==> src/hdl/assert_macros.svh <==
// Assertion macros shared by the ray/triangle intersection RTL.
// Included by the modules that carry concurrent checks; no other dependencies.
`ifndef ASSERT_MACROS_SVH
`define ASSERT_MACROS_SVH

`ifndef SYNTHESIS

// Check a property on every clock edge outside reset.
`define RTI_ASSERT(name, clk, rst_n, prop) \
    name: assert property (@(posedge clk) disable iff (!rst_n) (prop)) \
        else $error("rti assertion failed");

// Check a property on every clock edge, reset included.
`define RTI_ASSERT_ALWAYS(name, clk, prop) \
    name: assert property (@(posedge clk) (prop)) \
        else $error("rti assertion failed");

`else

`define RTI_ASSERT(name, clk, rst_n, prop)
`define RTI_ASSERT_ALWAYS(name, clk, prop)

`endif

`endif

==> src/hdl/rti_pkg.sv <==
// Package for the ray/triangle intersection block: widths, constants,
// payload structs and the register index codes. Depends on nothing.
package rti_pkg;

    // Fixed formats
    localparam int COORD_W     = 24;
    localparam int COORD_FRAC  = 12;
    localparam int RESULT_FRAC = 16;

    // Derived arithmetic widths
    localparam int DIFF_W  = COORD_W + 1;
    localparam int CRS_W   = 2 * COORD_W + 2;
    localparam int SPLIT_W = COORD_W + 1;
    localparam int LO_W    = DIFF_W + SPLIT_W + 1;
    localparam int HI_W    = DIFF_W + CRS_W - SPLIT_W;
    localparam int HSUM_W  = HI_W + 2;
    localparam int LSUM_W  = LO_W + 2;
    localparam int DOT_W   = HSUM_W + SPLIT_W;
    localparam int OUT_W   = 32;
    localparam int QUO_W   = OUT_W - 1;
    localparam int REM_W   = DOT_W + OUT_W;
    localparam int PROD_W  = OUT_W + COORD_W;
    localparam int HP_W    = PROD_W + 1;

    localparam longint unsigned DET_TOL =
        ((64'd1 << (3 * COORD_FRAC)) + 64'd99999) / 64'd100000;
    localparam longint COORD_MAX = (64'sd1 <<< (COORD_W - 1)) - 64'sd1;
    localparam longint COORD_MIN = -(64'sd1 <<< (COORD_W - 1));

    // Pipeline shape
    localparam int QUEUE_DEPTH  = 4;
    localparam int QPTR_W       = $clog2(QUEUE_DEPTH);
    localparam int QCNT_W       = $clog2(QUEUE_DEPTH + 1);
    localparam int FRONT_STAGES = 7;
    localparam int DIV_STAGES   = QUO_W + 1;
    localparam int BACK_TAIL    = 3;
    localparam int LATENCY      = FRONT_STAGES + 1 + DIV_STAGES + BACK_TAIL;

    localparam int REG_IDX_W = 3;

    typedef enum logic [REG_IDX_W-1:0] {
        REG_ORG_X,
        REG_ORG_Y,
        REG_ORG_Z,
        REG_DIR_X,
        REG_DIR_Y,
        REG_DIR_Z,
        REG_CULL
    } reg_idx_t;

    typedef logic signed [COORD_W-1:0] coord_t;
    typedef logic signed [DIFF_W-1:0]  diff_t;
    typedef logic signed [CRS_W-1:0]   crs_t;
    typedef logic signed [LO_W-1:0]    lo_t;
    typedef logic signed [HI_W-1:0]    hi_t;
    typedef logic signed [HSUM_W-1:0]  hsum_t;
    typedef logic signed [LSUM_W-1:0]  lsum_t;
    typedef logic signed [DOT_W-1:0]   dot_t;
    typedef logic signed [DOT_W:0]     st_t;
    typedef logic        [DOT_W-1:0]   mag_t;
    typedef logic        [REM_W-1:0]   rem_t;
    typedef logic        [QUO_W-1:0]   quo_t;
    typedef logic signed [PROD_W-1:0]  prod_t;
    typedef logic signed [HP_W-1:0]    hp_t;

    typedef struct packed {
        logic signed [COORD_W-1:0] v1_x;
        logic signed [COORD_W-1:0] v1_y;
        logic signed [COORD_W-1:0] v1_z;
        logic signed [COORD_W-1:0] v2_x;
        logic signed [COORD_W-1:0] v2_y;
        logic signed [COORD_W-1:0] v2_z;
        logic signed [COORD_W-1:0] v3_x;
        logic signed [COORD_W-1:0] v3_y;
        logic signed [COORD_W-1:0] v3_z;
    } rti_tri_t;

    typedef struct packed {
        logic                      hit;
        logic signed [OUT_W-1:0]   ray_distance;
        logic signed [OUT_W-1:0]   bary_s;
        logic signed [OUT_W-1:0]   bary_t;
        logic signed [COORD_W-1:0] hit_point_x;
        logic signed [COORD_W-1:0] hit_point_y;
        logic signed [COORD_W-1:0] hit_point_z;
    } rti_result_t;

    typedef struct packed {
        logic [2:0][COORD_W-1:0] org;
        logic [2:0][COORD_W-1:0] dir;
        logic                    cull;
    } rti_cfg_t;

    // Classified triangle handed from front to back
    typedef struct packed {
        logic hit;
        mag_t den;
        mag_t num_r;
        mag_t num_s;
        mag_t num_t;
    } rti_job_t;

endpackage

==> src/hdl/rti_queue.sv <==
// Short queue between front and back ends for classified triangles.
// Depends on rti_pkg and assert_macros.svh.
`include "assert_macros.svh"

module rti_queue import rti_pkg::*;
(
    input  logic              clk,
    input  logic              rst_n,
    input  logic              push,
    input  rti_job_t          din,
    input  logic              take,
    output logic              out_valid,
    output rti_job_t          dout,
    output logic [QCNT_W-1:0] level
);

    rti_job_t          mem_reg [QUEUE_DEPTH];
    logic [QPTR_W-1:0] wr_ptr_reg;
    logic [QPTR_W-1:0] rd_ptr_reg;
    logic [QCNT_W-1:0] count_reg;
    logic              pop;

    assign out_valid = count_reg != '0;
    assign pop       = out_valid && take;
    assign dout      = mem_reg[rd_ptr_reg];
    assign level     = count_reg;

    always_ff @(posedge clk)
    begin
        if (push)
        begin
            mem_reg[wr_ptr_reg] <= din;
        end
    end

    always_ff @(posedge clk or negedge rst_n)
    begin
        if (!rst_n)
        begin
            wr_ptr_reg <= '0;
            rd_ptr_reg <= '0;
            count_reg  <= '0;
        end
        else
        begin
            if (push)
            begin
                wr_ptr_reg <= wr_ptr_reg + 1'b1;
            end
            if (pop)
            begin
                rd_ptr_reg <= rd_ptr_reg + 1'b1;
            end
            if (push && !pop)
            begin
                count_reg <= count_reg + 1'b1;
            end
            else if (pop && !push)
            begin
                count_reg <= count_reg - 1'b1;
            end
        end
    end

    `RTI_ASSERT(a_no_overflow, clk, rst_n, !(push && !pop && count_reg == QCNT_W'(QUEUE_DEPTH)))
    `RTI_ASSERT_ALWAYS(a_count_range, clk, count_reg <= QCNT_W'(QUEUE_DEPTH))

endmodule

==> config.mk <==
export PLATFORM = sky130hd
export DESIGN_NAME = rti_queue
export DESIGN_NICKNAME = d
export VERILOG_FILES = /design/src/hdl/rti_pkg.sv /design/src/hdl/rti_queue.sv
export VERILOG_INCLUDE_DIRS = /design/src /design/src/hdl
export SDC_FILE = /design/constraint.sdc
export NUM_CORES = 1
export LEC_CHECK = 0
export BUFFER_PORTS_ARGS = -buffer_cell sky130_fd_sc_hd__buf_2
export CELL_PAD_IN_SITES_DETAIL_PLACEMENT = 1
export CELL_PAD_IN_SITES_GLOBAL_PLACEMENT = 1
export CORE_MARGIN = 2
export CORE_UTILIZATION = 35
export DETAILED_ROUTE_END_ITERATION = 16
export PLACE_DENSITY_LB_ADDON = 0.1
export SYNTH_ARGS = -nofsm -noshare
export SYNTH_HDL_FRONTEND = slang
export SYNTH_SLANG_ARGS = --single-unit
==> constraint.sdc <==
create_clock -name clk -period 19.8 [get_ports clk]
set_clock_uncertainty 0.1 [all_clocks]
set_input_delay 1.98 -clock clk [delete_from_list [all_inputs] [get_ports clk]]
set_output_delay 1.98 -clock clk [all_outputs]
set_load 0.01 [all_outputs]
[Word-level counts from Yosys, hierarchy flattened]
Memories as Yosys holds them, arrays and structs flattened.
Cells that the tools add are included.
Widths: inputs -> output; s select.
Storage, ports and cells
  bits in registers: 7
  RAM bits: 1236
  input bits: 313
  logic and storage cells: 19
  memories kept: 1
Memory list
  mem_reg: depth 4, bits a word 309, rd ports 1, clocked after memory_dff 0, wr ports 1, line rti_queue.sv:17  | rti_job_t mem_reg [QUEUE_DEPTH];
Operators by class
  $add $sub $neg: 4
  multiplexer cells: 4
  reduce and logical (&&, ||, !) cells: 7
Operators with widths (number)
  $mux 3: 2
  $add 2x1->2 const B: 2
  $add 3x1->3 const B: 1
  $logic_and 1x1->1: 3
  $reduce_bool 3->1: 1
  $sub 3x1->3 const B: 1
  $logic_not 1->1: 2
  $mux 1: 2
  $reduce_bool 2->1: 1

[Logic depth before layout (Yosys ltp)]
Gate-level depths: netlist of the first run.
  depth in word-level cells: 5
  gate-level depth with buffers: 8

[Worst setup path after synthesis of the first run]
OpenSTA, ideal clock, no wires.
  kind: input port to flip-flop
  from: input push
  to: memory mem_reg[0][0] (netlist name) (enable)
  library setup time: 0.709 ns
  data arrival time: 8.947 ns
  required time: 18.991 ns
  slack: 10.044 ns
  stages on the path: 1
  buffers on the path: 0
  path through: and2_1
On the way
  cells in the longest elaborated chain, start to end: 2
Ends and longest elaborated chain
  start, declared: line rti_queue.sv:9  | input logic push,
  $mux 1: line rti_queue.sv:30  | if (push)
  $mux 1 (implied by the code): line rti_queue.sv:32  | mem_reg[wr_ptr_reg] <= din;
  end, declared: line rti_queue.sv:17
No other way between the ends.

==> flow_metrics.py, run 1 <==
metrics = {
    "flow_run": {
        "maxCapViolations": 0,
    },
    "yosys": {
        "netlist_instances": 1647,
        "synth_cell_types": 22,
        "syn_nets": 1966,
        "synth.area.top_cells": "edfxtp_1 (82%), mux4_2 (15%), buf_12 (1.4%)",
        "postSynthAreaPerCell_um2": 27.5,
        "ys_warn_count": 0,
        "synth-seq-area-share_pct": 82.3,
        "synth_top_area_share_pct": 82.0,
        "synth_seq_cells": 1243,
        "netlist_area_mm2": 0.0453,
        "synth_area_leader_cell": "edfxtp_1",
    },
    "setup_path": {
        "reg2reg_slack_ps": 15460,
        "required_ps": 17720,
        "reg2reg_from": "wr_ptr_reg[1]",
        "r2r.worst_path.cells": 6,
        "critPathArrivalTime_ps": 5810,
        "critPathKind": "reg2out",
        "start_kind": "register",
        "r2r-end": "mem_reg[1][88]",
        "end_kind": "output pin",
        "worstPathMaxFanout": 48,
    },
    "worst_hold_path": {
        "hold_end": "wr_ptr_reg[0]",
        "hold_start": "wr_ptr_reg[0]",
        "hold_path_class": "reg2reg",
        "min_path_cells": 1,
    },
    "detailed_routing": {
        "first_pass_iters": 5,
        "routed_wl_um": 107000,
        "drtIter0Drc": 1274,
        "wire_per_inst_um": 25.4,
        "via_count": 20300,
        "avgViaCountPerCell": 4.80,
        "drtAntennaViolNets": 0,
        "drc": 0,
    },
    "cts": {
        "cts_hold_buffers": 0,
        "clk_latency_ps": 730,
        "post_cts_buffers": 0,
        "numCtsBuffers": 139,
        "ctsHtreeMaxLevel": 4,
        "cts_resized": 0,
        "clock-root-buffer": "clkbuf_16",
        "clkTransAtPathRegs_ps": 60,
        "cts.path.max_buffers": 3,
        "cts_tree": "built",
        "cts.sinks": 1243,
    },
    "cells_and_area": {
        "drive_above_1_share_pct": 46.4,
        "areaGrowthSynthToFinish_pct": 19.9,
        "fin_cells": 4224,
        "nets": 2693,
        "layout_commonest_cell": "edfxtp_1",
        "largest_reg_flops": 1236,
        "final_cell_mix": "edfxtp_1 (1236), buf_2 (625), mux4_2 (309)",
    },
    "floorplanning": {
        "dieWidth_um": 364,
        "core_area_mm2": 0.128,
        "dieArea_mm2": 0.132,
        "pin_count": 626,
        "start_util_pct": 35.4,
        "die_h_um": 364,
        "rows": 131,
    },
    "timing": {
        "fin_tns_setup_ps": 0,
        "fmax_mhz": 127,
        "fin_crit_ps": 7890,
        "period_share_pct": 39.8,
        "rsz0062_at_grt": "false",
        "setup_viol": 0,
        "timing.final.hold_violations": 0,
        "tightest_slew_ps": 1090,
        "max_slew_margin_pct": 27.6,
        "slew_violations": 0,
    },
    "outcome": {
        "status": "complete, no violations",
    },
    "global_route": {
        "grt.overflow.total": 0,
        "grt_pass1_vias": 22600,
        "grt_first_pass_wirelength_um": 156000,
        "antenna_found_initial": 60,
        "grt_usage_pct": 16.3,
        "grt_max_degree": 133,
    },
    "power_and_ir_drop": {
        "p_per_area_mw_per_mm2": 154,
        "power.leakage_nw": 18.2,
        "clkPwrFrac_pct": 28.8,
        "p_seq_share_pct": 43.1,
        "irDropWorstVdd_mv": 0.0992,
        "p_int_mw": 5.84,
        "combPwrFrac_pct": 28.0,
        "p_switching_mw": 2.50,
        "p_sw_share_pct": 30.0,
    },
    "place": {
        "gp_congestion": 0.730,
        "detailed_place_hpwl_um": 66200,
        "placement.io_buffers": 625,
        "dp.cells": 3962,
    },
}
critical path, stage by stage, from the launching register on:
cell and delay [ps]:
dfrtp_4 1090, buf_4 740, buf_4 860, buf_4 800, buf_4 650, mux4_2 620
buf_2 170
synthesized netlist by cell type:
cell type / number
buf_8: 1
edfxtp_1: 1236
nor2_1: 1
ha_1: 5
buf_2: 30
clkbuf_1: 3
or3_1: 1
xnor2_1: 3
xor2_1: 3
o21ai_0: 1
buf_1: 1
inv_1: 3
buf_4: 2
buf_6: 1
nand2_1: 2
fa_1: 1
nand3_1: 1
and2_1: 4
dfrtp_1: 7
mux2_2: 1
mux4_2: 309
buf_12: 31
worst max-delay path by stage:
stage	end	start	depth (start not counted)
finish	dout[147]	rd_ptr_reg[0]	6
global route	dout[147]	rd_ptr_reg[0]	6
CTS	dout[147]	rd_ptr_reg[0]	6
detailed placement	dout[147]	rd_ptr_reg[0]	6
global placement	dout[147]	rd_ptr_reg[0]	6
floorplan	mem_reg[0][0]	push	1
final cells by class:
type                       instances  area (µm²)
clock inverter                    62         500
timing repair buffer             655        3370
inverter                           3        11.3
fill                           11800       73700
multi-input combinational        332        7170
tap                             1729        2160
antenna                           15        37.5
clock buffer                     185        3740
sequential                      1243       37300
layer usage:
| metal | up-vias | track usage (%) | wire, µm |
|---|---|---|---|
| met5 | - | 0 | 261 |
| met3 | 235 | 6.30 | 8950 |
| met2 | 617 | 27.6 | 55200 |
| li1 | 8692 | - | - |
| met1 | 10700 | 18.6 | 39700 |
| met4 | 42 | 6.31 | 3210 |
stage by stage:
step / hold WS, ps / util, % / total power, mW / worst slack, ps / instance area [µm²]
after floorplan: 391 / - / 5.32 / 10040 / 45300
after global placement: 410 / 39.1 / 6.06 / 12340 / 50000
after detailed placement: 440 / 39.1 / 6.09 / 12330 / 50000
after CTS: 446 / 42.4 / 8.53 / 11470 / 54200
after global routing: 471 / 42.4 / 8.75 / 11120 / 54300
final: 440 / 42.4 / 8.33 / 11910 / 54300
logic make-up (layout without fill, tap and decap cells):
family	count (synthesis)	count (layout)	share of synthesized area [%]
XOR/XNOR	6	6	0.116
multiplexers	310	310	15.4
buffers and inverters	72	905	1.85
other	0	15	0
AND/OR/NAND/NOR	9	9	0.105
AO/OA/AOI/OAI	1	1	0.0110
flip-flops	1243	1243	82.3
adder cells (fa/ha/maj)	6	6	0.182
power by group through the flow:
| stage | sequential, mW | combinational (mW) | clock (mW) |
|---|---|---|---|
| 2_1_floorplan | 3.73 | 1.59 | 0 |
| 3_3_place_gp | 3.63 | 2.43 | 0 |
| 3_5_place_dp | 3.66 | 2.43 | 0 |
| 4_1_cts | 3.61 | 2.44 | 2.48 |
| 5_1_grt | 3.65 | 2.53 | 2.58 |
| 6_report | 3.60 | 2.34 | 2.40 |
(Power assumes the default switching activity.)
==> run 2: changes to the inputs <==
- clock period: 19.8 -> 6.3 ns (I/O delays scaled with it)
==> run 2 against run 1 <==
  * Die area unchanged
  * Sequential power rose to 3.1 times the previous value
  * Critical path depth down 3
  * Critical path type unchanged
  * Highest routed layer unchanged
==> flow_metrics.py, run 2 (synthesized netlist as in run 1, its figures left out) <==
metrics = {
    "power_and_ir_drop": {
        "irDropWorstVdd_mv": 0.260,
        "p_per_area_mw_per_mm2": 461,
        "power.leakage_nw": 19.5,
    },
    "cts": {
        "cts.sinks": 1243,
        "cts_resized": 0,
        "cts.path.max_buffers": 3,
        "clk_latency_ps": 750,
        "clock-root-buffer": "clkbuf_16",
        "numCtsBuffers": 139,
        "clkTransAtPathRegs_ps": 60,
        "ctsHtreeMaxLevel": 4,
        "cts_tree": "built",
    },
    "timing": {
        "max_slew_margin_pct": 8.43,
        "timing.final.hold_violations": 0,
        "period_share_pct": 61.3,
        "finalWorstSetupSlack_ps": 2440,
        "rsz0062_at_grt": "false",
        "fin_crit_ps": 3860,
        "tightest_slew_ps": 1370,
        "setup_viol": 0,
        "hold_ws_ps": 88.3,
        "fmax_mhz": 259,
        "slew_violations": 0,
        "fin_tns_setup_ps": 0,
    },
    "detailed_routing": {
        "avgViaCountPerCell": 4.73,
        "first_pass_iters": 5,
        "routed_wl_um": 108000,
        "drc": 0,
        "via_count": 21300,
        "drtAntennaViolNets": 0,
        "wire_per_inst_um": 23.9,
        "drtIter0Drc": 1162,
    },
    "setup_path": {
        "critPathArrivalTime_ps": 3130,
        "reg2reg_slack_ps": 3440,
        "r2r-end": "mem_reg[2][250]",
        "path_depth": 3,
        "required_ps": 5570,
        "end_kind": "output pin",
        "path_cells": "buf_4 > mux4_2 > buf_2",
        "r2r.worst_path.cells": 4,
        "critPathSlowestCell": "buf_4",
        "worstPathMaxFanout": 46,
        "endpoint": "dout[4]",
        "max_stage_delay_ps": 830,
        "crit_path_start": "rd_ptr_reg[0]",
        "start_kind": "register",
        "reg2reg_from": "wr_ptr_reg[0]",
        "crit_family": "buffers and inverters",
        "cp_num_buf_inv": 2,
        "critPathKind": "reg2out",
    },
    "outcome": {
        "status": "complete, no violations",
    },
    "worst_hold_path": {
        "hold_path_class": "in2reg",
    },
    "global_route": {
        "grt_usage_pct": 16.3,
        "grt_first_pass_wirelength_um": 158000,
        "grt_max_degree": 141,
        "grt_pass1_vias": 23800,
        "grt.overflow.total": 0,
        "antenna_found_initial": 19,
    },
    "floorplanning": {
        "start_util_pct": 35.4,
        "core_area_mm2": 0.128,
        "dieArea_mm2": 0.132,
        "die_h_um": 364,
        "pin_count": 626,
        "dieWidth_um": 364,
        "rows": 131,
    },
    "cells_and_area": {
        "final_cell_mix": "edfxtp_1 (1236), buf_2 (625), dlygate4sd3_1 (310)",
        "nets": 2994,
        "layout_commonest_cell": "edfxtp_1",
        "areaGrowthSynthToFinish_pct": 26.9,
        "largest_reg_flops": 1236,
        "drive_above_1_share_pct": 40.9,
    },
    "flow_run": {
        "maxCapViolations": 0,
    },
    "place": {
        "gp_congestion": 0.728,
        "place_ws_ps": 3100,
        "detailed_place_hpwl_um": 63300,
        "placement.io_buffers": 625,
    },
}
run 2: cell count changes in the layout (fill, tap and decap cells not counted), moves of 4 or more:
cell           delta
clkbuf_1          -8
dlygate4sd3_1   +310
clkinv_2         -12
clkbuf_16         +4
clkinv_1          +8
diode_2          -11
buf_12           +10
buf_4            -19
run 2: area by class of cell:
class | count | area, µm²
Antenna cell | 4 | 10.0
Inverter | 3 | 11.3
Timing Repair Buffer | 956 | 6530
Tap cell | 1729 | 2160
Sequential cell | 1243 | 37300
Clock buffer | 181 | 3810
Fill cell | 11800 | 70500
Multi-Input combinational cell | 332 | 7170
Clock inverter | 57 | 495
run 2: worst min-delay path: cells and delay by family:
family,cells,cell delay [ps]
buffers and inverters,1,110
AND/OR/NAND/NOR,1,90
XOR/XNOR,1,70
run 2: worst min path at each step:
stage | startpoint | cells after the start | slack, ps | to
finish | take | 3 | 90 | rd_ptr_reg[0]
global route | take | 3 | 70 | rd_ptr_reg[0]
CTS | take | 3 | 20 | rd_ptr_reg[1]
detailed placement | rst_n | 1 | 380 | level[2]
global placement | rst_n | 1 | 380 | rd_ptr_reg[0]
floorplan | rst_n | 0 | 230 | level[0]
run 2: per-layer routing:
layer	vias to the layer above	share of wire (%)	GRT usage, %
li1	9284	-	-
met1	11300	39	19.6
met2	571	51	27.6
met3	181	7.5	5.68
met4	32	2.5	5.26
met5	-	0.20	0
run 2: timing repair:
action | CTS | global route
hold buffers | 310 | 0
buffers inserted | 0 | 0
hold endpoints to repair | 1243 | 0
run 2: power by group:
part / switching (mW) / internal [mW] / leakage [nW]
combinational: 4.37 / 3.28 / 5.98
sequential: 0.369 / 10.8 / 11.4
clock: 3.12 / 4.56 / 2.09
run 2: per-stage QoR:
stage	total power, mW	utilization (%)	cell area [µm²]	std cells
6_report	26.5	44.9	57500	4505
5_1_grt	27.8	44.9	57500	4504
4_1_cts	27.1	44.9	57500	4501
3_5_place_dp	19.2	39.1	50100	3953
3_3_place_gp	19.1	39.1	50100	3953
2_1_floorplan	16.4	-	45300	1647
==> run 3: changes to the inputs <==
- clock period: 6.3 -> 3.9 ns (I/O delays scaled with it)
==> run 3 against run 2 <==
  * Die area unchanged
  * Clock power increased by 59%
  * Non-clock buffer count increased by 36
  * Count of clock-buffer cells in the layout decreased by 9
  * Sequential share of layout area decreased by 0.55 points
  * Critical path type unchanged
  * Critical endpoint is now dout[192]
  * Largest cell class unchanged
==> flow_metrics.py, run 3 (synthesized netlist as in run 1, its figures left out) <==
metrics = {
    "setup_path": {
        "path_common_cell": "buf_12",
        "crit_family": "buffers and inverters",
        "critPathArrivalTime_ps": 2730,
        "r2r.worst_path.cells": 4,
        "worstPathMaxFanout": 39,
        "critPathKind": "reg2out",
        "start_kind": "register",
        "reg2reg_from": "wr_ptr_reg[0]",
        "r2r-end": "mem_reg[0][164]",
        "path_cells": "buf_12 > buf_12 > mux4_2 > buf_2",
        "critPathSlowestCell": "mux4_2",
        "end_kind": "output pin",
        "cp_num_buf_inv": 3,
        "reg2reg_slack_ps": 1510,
        "max_stage_delay_ps": 600,
        "required_ps": 3410,
    },
    "cells_and_area": {
        "largest_reg_flops": 1236,
        "layout_commonest_cell": "edfxtp_1",
        "nets": 3029,
        "drive_above_1_share_pct": 41.7,
        "final_cell_mix": "edfxtp_1 (1236), buf_2 (625), dlygate4sd3_1 (313)",
        "areaGrowthSynthToFinish_pct": 28.0,
    },
    "cts": {
        "cts.sinks": 1243,
        "post_cts_buffers": 0,
        "clkTransAtPathRegs_ps": 60,
        "cts.path.max_buffers": 3,
        "numCtsBuffers": 138,
        "clock-root-buffer": "clkbuf_16",
        "cts_resized": 0,
        "cts_hold_buffers": 313,
        "cts_tree": "built",
        "ctsHtreeMaxLevel": 4,
        "clk_latency_ps": 740,
    },
    "worst_hold_path": {
        "hold_start": "din[247]",
        "min_path_cells": 2,
        "hold_path_class": "in2reg",
        "hold_end": "mem_reg[0][247]",
    },
    "flow_run": {
        "maxCapViolations": 0,
    },
    "floorplanning": {
        "die_h_um": 364,
        "pin_count": 626,
        "core_area_mm2": 0.128,
        "dieWidth_um": 364,
        "rows": 131,
        "dieArea_mm2": 0.132,
        "start_util_pct": 35.4,
    },
    "place": {
        "detailed_place_hpwl_um": 68800,
        "placement.io_buffers": 625,
        "place_ws_ps": 1370,
        "gp_congestion": 0.730,
    },
    "global_route": {
        "grt.overflow.total": 0,
        "grt_max_degree": 73,
        "grt_pass1_vias": 23900,
        "antenna_found_initial": 18,
        "grt_usage_pct": 16.7,
        "grt_first_pass_wirelength_um": 161000,
    },
    "power_and_ir_drop": {
        "p_per_area_mw_per_mm2": 743,
        "total_power_mw": 43.1,
        "power.leakage_nw": 19.7,
        "irDropWorstVdd_mv": 0.458,
    },
    "timing": {
        "rsz0062_at_grt": "false",
        "max_slew_margin_pct": 45.6,
        "fmax_mhz": 310,
        "period_share_pct": 82.6,
        "setup_viol": 0,
        "timing.final.hold_violations": 0,
        "tightest_slew_ps": 817,
        "fin_crit_ps": 3220,
        "fin_tns_setup_ps": 0,
        "slew_violations": 0,
        "finalWorstSetupSlack_ps": 679,
    },
    "detailed_routing": {
        "via_count": 21500,
        "routed_wl_um": 110000,
        "first_pass_iters": 5,
        "drc": 0,
        "drtIter0Drc": 1274,
        "drtAntennaViolNets": 0,
        "avgViaCountPerCell": 4.73,
        "wire_per_inst_um": 24.3,
    },
    "outcome": {
        "status": "complete, no violations",
    },
}
-- run 3: changes by cell type in the layout (fill, tap and decap cells not counted), sizes merged --
cell / previous run / this run
buf: 646 / 679
clkinv: 44 / 55
clkbuf: 181 / 172
diode: 4 / 8
dlygate4sd3: 310 / 313
bufinv: 8 / 7
inv: 7 / 8
-- run 3: area by class of cell --
type	count	area [µm²]
Inverter	3	11.3
Multi-Input combinational cell	332	7170
Antenna cell	8	20.0
Clock buffer	172	3670
Fill cell	11800	70000
Tap cell	1729	2160
Timing Repair Buffer	992	7100
Clock inverter	68	542
Sequential cell	1243	37300
-- run 3: worst max-delay path by stage --
stage               slack (ps)  cells after the start          start       endpoint
detailed placement        1370                      4  rd_ptr_reg[0]      dout[192]
finish                     680                      4  rd_ptr_reg[0]      dout[192]
CTS                        540                      4  rd_ptr_reg[0]      dout[192]
global route               470                      3  rd_ptr_reg[0]        dout[1]
global placement          1380                      3  rd_ptr_reg[0]       dout[69]
floorplan                  580                      3  wr_ptr_reg[0]  mem_reg[0][0]
-- run 3: through the flow --
stage | hold WS, ps | area, µm² | instances | utilization, %
2_1_floorplan | -5.59 | 45300 | 1647 | -
3_3_place_gp | 134 | 50600 | 3986 | 39.5
3_5_place_dp | 144 | 50600 | 3986 | 39.5
4_1_cts | 220 | 58000 | 4539 | 45.3
5_1_grt | 258 | 58000 | 4545 | 45.3
6_report | 292 | 58000 | 4547 | 45.3
-- run 3: per-layer routing --
metal | vias up | GRT usage, % | routed length, µm
met2 | 556 | 28.2 | 56300
met3 | 177 | 5.83 | 8110
met5 | - | 0 | 123
met1 | 11400 | 20.2 | 43100
met4 | 20 | 5.22 | 2710
li1 | 9356 | - | -
-- run 3: power breakdown --
group / internal (mW) / total [mW] / switching [mW]
Sequential: 17.4 / 18.0 / 0.559
Clock: 7.10 / 12.2 / 5.08
Combinational: 5.61 / 12.9 / 7.30
